## src/sv/apsa_pkg.sv

```systemverilog
// Shared types, constants and helpers for the audio packet size adapter.
package apsa_pkg;

    // Table depth and derived widths.
    localparam int MAX_CHANNELS = 16;
    localparam int IDX_W = (MAX_CHANNELS > 1) ? $clog2(MAX_CHANNELS) : 1;
    localparam int CNT_W = $clog2(MAX_CHANNELS + 1);

    // Packet size steps in ms.
    localparam logic [6:0] PKT_20MS = 7'd20;
    localparam logic [6:0] PKT_40MS = 7'd40;
    localparam logic [6:0] PKT_60MS = 7'd60;
    localparam logic [7:0] PKT_STEP_MS = 8'd20;
    localparam logic [7:0] PKT_CAP_MS = 8'd40;

    // Channel counts at which the floor rises.
    localparam int FLOWS_FOR_40MS = 2;
    localparam int FLOWS_FOR_60MS = 4;

    // Command codes.
    localparam logic CMD_ADD = 1'b0;
    localparam logic CMD_STATS = 1'b1;

    // Status codes.
    localparam logic STATUS_OK = 1'b0;
    localparam logic STATUS_FULL = 1'b1;

    // Configuration register indexes.
    localparam logic [2:0] CFG_SHORT_RTT = 3'd0;
    localparam logic [2:0] CFG_LONG_RTT = 3'd1;
    localparam logic [2:0] CFG_LOW_LOSS = 3'd2;
    localparam logic [2:0] CFG_HIGH_LOSS = 3'd3;
    localparam logic [2:0] CFG_HIGH_RATE = 3'd4;
    localparam logic [2:0] CFG_LOW_RATE = 3'd5;
    localparam logic [2:0] CFG_FORCED_RATE = 3'd6;
    localparam logic [2:0] CFG_FORCED_PKT = 3'd7;

    // Input item.
    typedef struct packed {
        logic        command;
        logic [9:0]  channel_id;
        logic [15:0] rtt_ms;
        logic [7:0]  loss_q8;
    } in_t;

    // Result item.
    typedef struct packed {
        logic        status;
        logic [6:0]  applied_packet_ms;
        logic [18:0] applied_rate_bps;
        logic        settings_changed;
        logic [15:0] worst_rtt_ms;
        logic [7:0]  worst_loss_q8;
    } out_t;

    // Token that walks the cell chain, gathering the maxima.
    typedef struct packed {
        logic        valid;
        logic        cmd;
        logic [9:0]  chan;
        logic [15:0] rtt;
        logic [7:0]  loss;
        logic [15:0] max_rtt;
        logic [7:0]  max_loss;
    } tok_t;

    // Floor packet size for a given channel count.
    function automatic logic [6:0] floor_for_count(input logic [CNT_W-1:0] n);
        logic [6:0] f;
        if (int'(n) >= FLOWS_FOR_60MS)
        begin
            f = PKT_60MS;
        end
        else if (int'(n) >= FLOWS_FOR_40MS)
        begin
            f = PKT_40MS;
        end
        else
        begin
            f = PKT_20MS;
        end
        return f;
    endfunction

endpackage

```

## src/sv/apsa_cell.sv

```systemverilog
// One table entry of the channel chain: stores a channel's report and folds it into the token.
module apsa_cell (
    input  logic               clk,
    input  logic               rst_n,
    input  logic               add_en,
    input  logic [9:0]         add_chan,
    input  apsa_pkg::tok_t     tok_in,
    output apsa_pkg::tok_t     tok_out
);

    logic        valid_reg;
    logic [9:0]  chan_reg;
    logic [15:0] rtt_reg;
    logic [7:0]  loss_reg;
    apsa_pkg::tok_t tok_reg;
    apsa_pkg::tok_t tok_next;

    logic        match;
    logic [15:0] eff_rtt;
    logic [7:0]  eff_loss;

    // A stats token that names this entry's channel overwrites the report.
    assign match = valid_reg && tok_in.valid && (tok_in.cmd == apsa_pkg::CMD_STATS)
                   && (chan_reg == tok_in.chan);
    assign eff_rtt = match ? tok_in.rtt : rtt_reg;
    assign eff_loss = match ? tok_in.loss : loss_reg;

    // Fold this entry into the running maxima.
    always_comb
    begin
        tok_next = tok_in;
        if (valid_reg && (eff_rtt > tok_in.max_rtt))
        begin
            tok_next.max_rtt = eff_rtt;
        end
        if (valid_reg && (eff_loss > tok_in.max_loss))
        begin
            tok_next.max_loss = eff_loss;
        end
    end

    // Entry valid bit and the hand-off register.
    always_ff @(posedge clk or negedge rst_n)
    begin
        if (!rst_n)
        begin
            valid_reg <= 1'b0;
            tok_reg <= '0;
        end
        else
        begin
            if (add_en)
            begin
                valid_reg <= 1'b1;
            end
            tok_reg <= tok_next;
        end
    end

    // Entry payload.
    always_ff @(posedge clk)
    begin
        if (add_en)
        begin
            chan_reg <= add_chan;
            rtt_reg <= '0;
            loss_reg <= '0;
        end
        else if (match)
        begin
            rtt_reg <= tok_in.rtt;
            loss_reg <= tok_in.loss;
        end
    end

    assign tok_out = tok_reg;

endmodule

```

## src/sv/audio_packet_size_adapter_core.sv

```systemverilog
// Top level of the audio packet size adapter: control, configuration and the cell chain.
//
//   Port group   Direction  Handshake              Contents
//   in_*         input      in_valid / in_ready    in_item (apsa_pkg::in_t)
//   out_*        output     out_valid / out_ready  out_item (apsa_pkg::out_t)
//   cfg_*        input      cfg_we                 cfg_index, cfg_data
//
// One item at a time: out_valid rises once the token, walking one cell per cycle, has
// left the last cell of the chain.
// An add writes its entry at the acceptance edge; the token then leaves the next cycle.
// in_ready stays low from acceptance until the result item is taken.
// A stalled result holds in the output register. Reset clears the table and all control.
module audio_packet_size_adapter_core (
    input  logic               clk,
    input  logic               rst_n,
    input  logic               in_valid,
    output logic               in_ready,
    input  apsa_pkg::in_t      in_item,
    output logic               out_valid,
    input  logic               out_ready,
    output apsa_pkg::out_t     out_item,
    input  logic               cfg_we,
    input  logic [2:0]         cfg_index,
    input  logic [18:0]        cfg_data
);

    localparam logic [1:0] ST_IDLE = 2'd0;
    localparam logic [1:0] ST_SCAN = 2'd1;
    localparam logic [1:0] ST_OUT = 2'd2;

    logic [1:0] state_reg;
    logic [1:0] state_next;

    // Configuration registers.
    logic [15:0] short_rtt_reg;
    logic [15:0] long_rtt_reg;
    logic [7:0]  low_loss_reg;
    logic [7:0]  high_loss_reg;
    logic [18:0] high_rate_reg;
    logic [18:0] low_rate_reg;
    logic [18:0] forced_rate_reg;
    logic [6:0]  forced_pkt_reg;

    // Adaptation state.
    logic [apsa_pkg::CNT_W-1:0] count_reg;
    logic [6:0]  floor_reg;
    logic [6:0]  adaptive_reg;
    logic [18:0] rate_reg;
    logic        status_reg;

    // Current item and launch pulse.
    apsa_pkg::in_t item_reg;
    logic          launch_reg;

    // Result register.
    logic           out_valid_reg;
    apsa_pkg::out_t out_reg;
    apsa_pkg::out_t out_next;

    logic in_acc;
    logic out_acc;
    logic add_ok;
    logic [apsa_pkg::IDX_W-1:0] add_idx;

    apsa_pkg::tok_t tok_head;
    apsa_pkg::tok_t tok_chain [0:apsa_pkg::MAX_CHANNELS];
    apsa_pkg::tok_t tail;

    logic       good;
    logic       bad;
    logic [7:0] adp;
    logic [7:0] p_step;
    logic [7:0] p_floor;
    logic [6:0] p_new;
    logic       changed;
    logic [6:0] adaptive_next;
    logic [18:0] rate_next;
    logic [6:0] applied_pkt;

    assign in_ready = (state_reg == ST_IDLE);
    assign in_acc = in_valid && in_ready;
    assign out_acc = out_valid_reg && out_ready;
    assign add_ok = in_acc && (in_item.command == apsa_pkg::CMD_ADD)
                    && (int'(count_reg) < apsa_pkg::MAX_CHANNELS);
    assign add_idx = count_reg[apsa_pkg::IDX_W-1:0];

    // Token entering the first cell.
    always_comb
    begin
        tok_head = '0;
        tok_head.valid = launch_reg;
        tok_head.cmd = item_reg.command;
        tok_head.chan = item_reg.channel_id;
        tok_head.rtt = item_reg.rtt_ms;
        tok_head.loss = item_reg.loss_q8;
    end

    assign tok_chain[0] = tok_head;

    // The chain of table entries.
    for (genvar i = 0; i < apsa_pkg::MAX_CHANNELS; i++)
    begin : g_cell
        apsa_cell u_cell (
            .clk      (clk),
            .rst_n    (rst_n),
            .add_en   (add_ok && (add_idx == apsa_pkg::IDX_W'(i))),
            .add_chan (in_item.channel_id),
            .tok_in   (tok_chain[i]),
            .tok_out  (tok_chain[i+1])
        );
    end

    assign tail = tok_chain[apsa_pkg::MAX_CHANNELS];

    // Packet size adaptation from the gathered maxima.
    always_comb
    begin
        good = (tail.max_rtt < short_rtt_reg) && (tail.max_loss < low_loss_reg);
        bad = (tail.max_rtt > long_rtt_reg) || (tail.max_loss > high_loss_reg);
        adp = {1'b0, adaptive_reg};
        if (good)
        begin
            p_step = (adp >= apsa_pkg::PKT_STEP_MS) ? (adp - apsa_pkg::PKT_STEP_MS) : 8'd0;
        end
        else if (bad)
        begin
            p_step = adp + apsa_pkg::PKT_STEP_MS;
        end
        else
        begin
            p_step = adp;
        end
        p_floor = (p_step < {1'b0, floor_reg}) ? {1'b0, floor_reg} : p_step;
        p_new = (p_floor > apsa_pkg::PKT_CAP_MS) ? apsa_pkg::PKT_CAP_MS[6:0] : p_floor[6:0];
        changed = (tail.cmd == apsa_pkg::CMD_STATS) && (p_new != adaptive_reg);
        adaptive_next = changed ? p_new : adaptive_reg;
        if (changed)
        begin
            rate_next = (p_new == apsa_pkg::PKT_20MS) ? high_rate_reg : low_rate_reg;
        end
        else
        begin
            rate_next = rate_reg;
        end
        if (forced_pkt_reg != 7'd0)
        begin
            applied_pkt = forced_pkt_reg;
        end
        else
        begin
            applied_pkt = (adaptive_next > floor_reg) ? adaptive_next : floor_reg;
        end
        out_next.status = status_reg;
        out_next.applied_packet_ms = applied_pkt;
        out_next.applied_rate_bps = (forced_rate_reg != 19'd0) ? forced_rate_reg : rate_next;
        out_next.settings_changed = changed;
        out_next.worst_rtt_ms = tail.max_rtt;
        out_next.worst_loss_q8 = tail.max_loss;
    end

    // Control sequence.
    always_comb
    begin
        state_next = state_reg;
        case (state_reg)
            ST_IDLE:
            begin
                if (in_acc)
                begin
                    state_next = ST_SCAN;
                end
            end
            ST_SCAN:
            begin
                if (tail.valid)
                begin
                    state_next = ST_OUT;
                end
            end
            ST_OUT:
            begin
                if (out_acc)
                begin
                    state_next = ST_IDLE;
                end
            end
            default:
            begin
                state_next = ST_IDLE;
            end
        endcase
    end

    // Control and adaptation registers.
    always_ff @(posedge clk or negedge rst_n)
    begin
        if (!rst_n)
        begin
            state_reg <= ST_IDLE;
            launch_reg <= 1'b0;
            out_valid_reg <= 1'b0;
            count_reg <= '0;
            floor_reg <= apsa_pkg::PKT_20MS;
            adaptive_reg <= apsa_pkg::PKT_20MS;
            rate_reg <= 19'd32000;
            status_reg <= apsa_pkg::STATUS_OK;
            short_rtt_reg <= 16'd500;
            long_rtt_reg <= 16'd800;
            low_loss_reg <= 8'd7;
            high_loss_reg <= 8'd25;
            high_rate_reg <= 19'd32000;
            low_rate_reg <= 19'd24000;
            forced_rate_reg <= '0;
            forced_pkt_reg <= '0;
        end
        else
        begin
            state_reg <= state_next;
            launch_reg <= in_acc;
            if (in_acc)
            begin
                if (in_item.command == apsa_pkg::CMD_ADD)
                begin
                    if (add_ok)
                    begin
                        count_reg <= count_reg + 1'b1;
                        floor_reg <= apsa_pkg::floor_for_count(count_reg + 1'b1);
                        status_reg <= apsa_pkg::STATUS_OK;
                    end
                    else
                    begin
                        floor_reg <= apsa_pkg::floor_for_count(count_reg);
                        status_reg <= apsa_pkg::STATUS_FULL;
                    end
                end
                else
                begin
                    status_reg <= apsa_pkg::STATUS_OK;
                end
            end
            if ((state_reg == ST_SCAN) && tail.valid)
            begin
                adaptive_reg <= adaptive_next;
                rate_reg <= rate_next;
                out_valid_reg <= 1'b1;
            end
            else if (out_acc)
            begin
                out_valid_reg <= 1'b0;
            end
            if (cfg_we)
            begin
                case (cfg_index)
                    apsa_pkg::CFG_SHORT_RTT:   short_rtt_reg <= cfg_data[15:0];
                    apsa_pkg::CFG_LONG_RTT:    long_rtt_reg <= cfg_data[15:0];
                    apsa_pkg::CFG_LOW_LOSS:    low_loss_reg <= cfg_data[7:0];
                    apsa_pkg::CFG_HIGH_LOSS:   high_loss_reg <= cfg_data[7:0];
                    apsa_pkg::CFG_HIGH_RATE:   high_rate_reg <= cfg_data;
                    apsa_pkg::CFG_LOW_RATE:    low_rate_reg <= cfg_data;
                    apsa_pkg::CFG_FORCED_RATE: forced_rate_reg <= cfg_data;
                    apsa_pkg::CFG_FORCED_PKT:  forced_pkt_reg <= cfg_data[6:0];
                    default:
                    begin
                    end
                endcase
            end
        end
    end

    // Item and result payload.
    always_ff @(posedge clk)
    begin
        if (in_acc)
        begin
            item_reg <= in_item;
        end
        if ((state_reg == ST_SCAN) && tail.valid)
        begin
            out_reg <= out_next;
        end
    end

    assign out_valid = out_valid_reg;
    assign out_item = out_reg;

`ifndef NO_ASSERTIONS
    // A result is only offered in the output state.
    a_out_state: assert property (@(posedge clk) disable iff (!rst_n)
        out_valid_reg |-> (state_reg == ST_OUT))
        else $error("result offered outside the output state");

    // The token reaches the end of the chain only during a scan.
    a_tail_scan: assert property (@(posedge clk) disable iff (!rst_n)
        tail.valid |-> (state_reg == ST_SCAN))
        else $error("token left the chain outside a scan");

    // The channel count never passes the table depth.
    a_count_max: assert property (@(posedge clk) disable iff (!rst_n)
        int'(count_reg) <= apsa_pkg::MAX_CHANNELS)
        else $error("channel count beyond table depth");

    // Every accepted item launches a token in the next cycle.
    a_launch: assert property (@(posedge clk) disable iff (!rst_n)
        in_acc |=> (launch_reg && (state_reg == ST_SCAN)))
        else $error("accepted item did not launch a token");
`endif

endmodule
```

## config.mk

```make
export PLATFORM = sky130hd
export DESIGN_NAME = audio_packet_size_adapter_core
export DESIGN_NICKNAME = d
export VERILOG_FILES = /design/src/sv/apsa_pkg.sv /design/src/sv/apsa_cell.sv /design/src/sv/audio_packet_size_adapter_core.sv
export SDC_FILE = /design/constraint.sdc
export NUM_CORES = 2
export LEC_CHECK = 0
export BUFFER_PORTS_ARGS = -buffer_cell sky130_fd_sc_hd__buf_2
export CAP_MARGIN = 20
export CELL_PAD_IN_SITES_DETAIL_PLACEMENT = 0
export CELL_PAD_IN_SITES_GLOBAL_PLACEMENT = 1
export CORE_MARGIN = 8
export CORE_UTILIZATION = 52
export DETAILED_ROUTE_END_ITERATION = 6
export HOLD_SLACK_MARGIN = 0.03
export PLACE_DENSITY = 0.86
export SLEW_MARGIN = 20
export SYNTH_ARGS = -nofsm -noshare
export SYNTH_HDL_FRONTEND = slang
export SYNTH_SLANG_ARGS = --single-unit
```

## constraint.sdc

```tcl
create_clock -name clk -period 8.3 [get_ports clk]
set_input_delay 0.415 -clock clk [delete_from_list [all_inputs] [get_ports clk]]
set_output_delay 0.415 -clock clk [all_outputs]
set_load 0.005 [all_outputs]
```

==> reports/results.ini <==
[sta]
setup_tns_ns=0
rsz0062_at_grt=no
period_needed_ns=7.261
fin_skew_ns=0.04388
timing.fmax_mhz=137.7
slew_violations=0
hold_viol_final=0
setup_violations=0
worst_pin_slew_ns=0.9824
slew_headroom=0.3451
post-route-period-util=0.8748

[clock_tree]
clkTransAtPathRegs_ns=0.06
cts-root-buf=clkbuf_16
ctsHoldBuffers=47
cts_setup_buffers=0
worstSkewPairLatency_ns=0.79
htreeDepth=4
cts_sinks=1723
cts.path.max_buffers=3
cts_buffers=173
cts_tree=yes
post_cts_resized=0

[synthesis]
synth_seq_cells=1723
yosysWarnings=0
synth_area_um2=69290
netlist_instances=5682
synth.most_common_cell=dfrtp_1
synth_edf_count=247
synth_cell_types=78
yosys-top-cells-area=dfrtp_1 (38%), dfxtp_1 (11%), edfxtp_1 (11%)
async_reset_ff_frac=0.6338
synth_area_per_cell_um2=12.19
synthFlopType=dfrtp_1
yosysTopAreaCellShare=0.3810
syn_nets=6164
yosysSeqAreaShare=0.6130
synth_top_cell_by_area=dfrtp_1
yosys-top-cells-count=dfrtp_1 (1055), inv_1 (729), nor2_1 (460), mux2_2 (429), ha_1 (420)

[power_and_ir_drop]
total_power_mw=26.55
power-per-cell-area_nw_per_um2=338.7
leakage_nw=36.12
vdd_drop_max_mv=0.2353

[detailed_routing]
dr.pass1.iters=5
wl_per_cell_um=18.04
vias=40385
drc=0
drtAntennaViolNets=0
via_per_inst=5.155
drt-initial-drc-count=1912
routed_wl_mm=141.3

[cells_and_area]
syn2layout_area_growth_pct=13.11
largest_reg_flops=926
fill_cells=10641
seq_area_um2=42480
n_antenna_cell=0
drive_gt1_frac=0.1625
multi_input_area_um2=23460
finalNetCount=6400

[worst_hold_path]
hold_depth=1
hp-class=in2reg

[global_routing]
grt_pass1_wl_mm=230.4
grt_overflow=0
antenna_found_initial=0
track_usage=0.1960
grt_pass1_vias=42903
grt_max_degree=172

[critical_path]
cp_slowest_cell=or4_1
end_kind=register
crit_type=reg2reg
cp-start-kind=register
reg2reg_depth=29
slowest_delay_ns=0.55
cp_max_fo=8
r2r_slack_ns=1.04
critical_path_arrival_ns=7.78
worstPathRequired_ns=8.82

[die]
dieWidth_um=381.0
io-pin-count=116
initial_utilization=0.5218
design.die.area_um2=145200
core_area_um2=132800
rows=134
die_y_um=381.0

[place]
gp_congestion=0.8329
port_buffers=115
dp_hpwl_mm=99.45

[run_status]
status=completed

[job]
max_cap_violations=0

-- cells in the final DEF (no fill, tap or decap), drive strengths merged, types with 20 or more instances in the layout --
cell,count
buf,181
dlygate4sd3,47
o21ai,335
nand4,125
o21a,47
or2,22
clkbuf,250
xnor2,69
nor2,461
a21oi,132
dfxtp,384
nand2b,48
mux2,448
dfrtp,1055
clkinv,49
edfxtp,247
nor4,31
nand2,275
inv,737
xor2,96
mux2i,212
ha,420
dfstp,37
or4,20
nor2b,56
a21o,73
-- kinds of logic after synthesis --
logic type	count (synthesis)	share of synthesized area
AO/OA/AOI/OAI	713	0.06324
flip-flops	1723	0.6130
AND/OR/NAND/NOR	1104	0.07346
multiplexers	660	0.1045
adder cells (fa/ha/maj)	420	0.07584
XOR/XNOR	165	0.02086
buffers and inverters	897	0.04912
-- report_power, final --
part	switching, mW	internal, mW
clock	3.25	4.56
sequential	0.757	10.4
combinational	4.23	3.33
total	8.24	18.3
-- path summary, 6_finish.rpt --
| path | startpoint | end |
|---|---|---|
| setup / recovery | short_rtt_reg[8]$_DFFE_PN1P_ | out_item[47]$_DFFE_PP_ |
| hold / removal | in_item[27] | g_cell[10].u_cell.chan_reg[3]$_DFFE_PP_ |
| setup reg to reg | short_rtt_reg[8]$_DFFE_PN1P_ | out_item[47]$_DFFE_PP_ |
| hold reg to reg | g_cell[11].u_cell.tok_out[41]$_DFF_PN0_ | g_cell[12].u_cell.tok_out[41]$_DFF_PN0_ |
| max in group asynchronous | rst_n | g_cell[13].u_cell.valid_reg$_DFFE_PN0P_ |
| min in group asynchronous | rst_n | forced_rate_reg[11]$_DFFE_PN0P_ |
-- layer usage --
metal | track usage | part of all wire | up-vias
met5 | 0 | 0 | -
met1 | 0.2350 | 0.41 | 20013
met2 | 0.3646 | 0.53 | 556
met3 | 0.02947 | 0.029 | 241
li1 | - | - | 19575
met4 | 0.05513 | 0.026 | 0
-- final cells by class --
type | instances | share of cell area
inverter | 730 | 0.03496
tap | 1768 | 0.02822
clock buffer | 250 | 0.06370
sequential | 1723 | 0.5420
timing repair buffer | 228 | 0.02090
clock inverter | 73 | 0.01090
multi-input combinational | 3062 | 0.2993
-- critical path: cells and delay by family (launching register included) --
kind,cells,cell delay [ns]
compound gates,13,3.18
fa+ha+maj,3,0.73
buf+inv,2,0.16
flops,1,0.52
mux,1,0.32
simple gates,10,2.08
-- per-stage QoR --
stage               utilization  hold slack [ns]  instances  cell area, um2  setup slack [ns]
floorplan                     -           0.1194       5682           69290             1.899
global placement         0.5422           0.3568       7462           71990             1.130
detailed placement       0.5422           0.3584       7462           72000             1.167
CTS                      0.5898          0.03994       7832           78320             1.124
global route             0.5902          0.05338       7834           78380            0.4392
finish                   0.5902           0.1074       7834           78380             1.039
No activity file was read; power rests on OpenSTA's default activity.
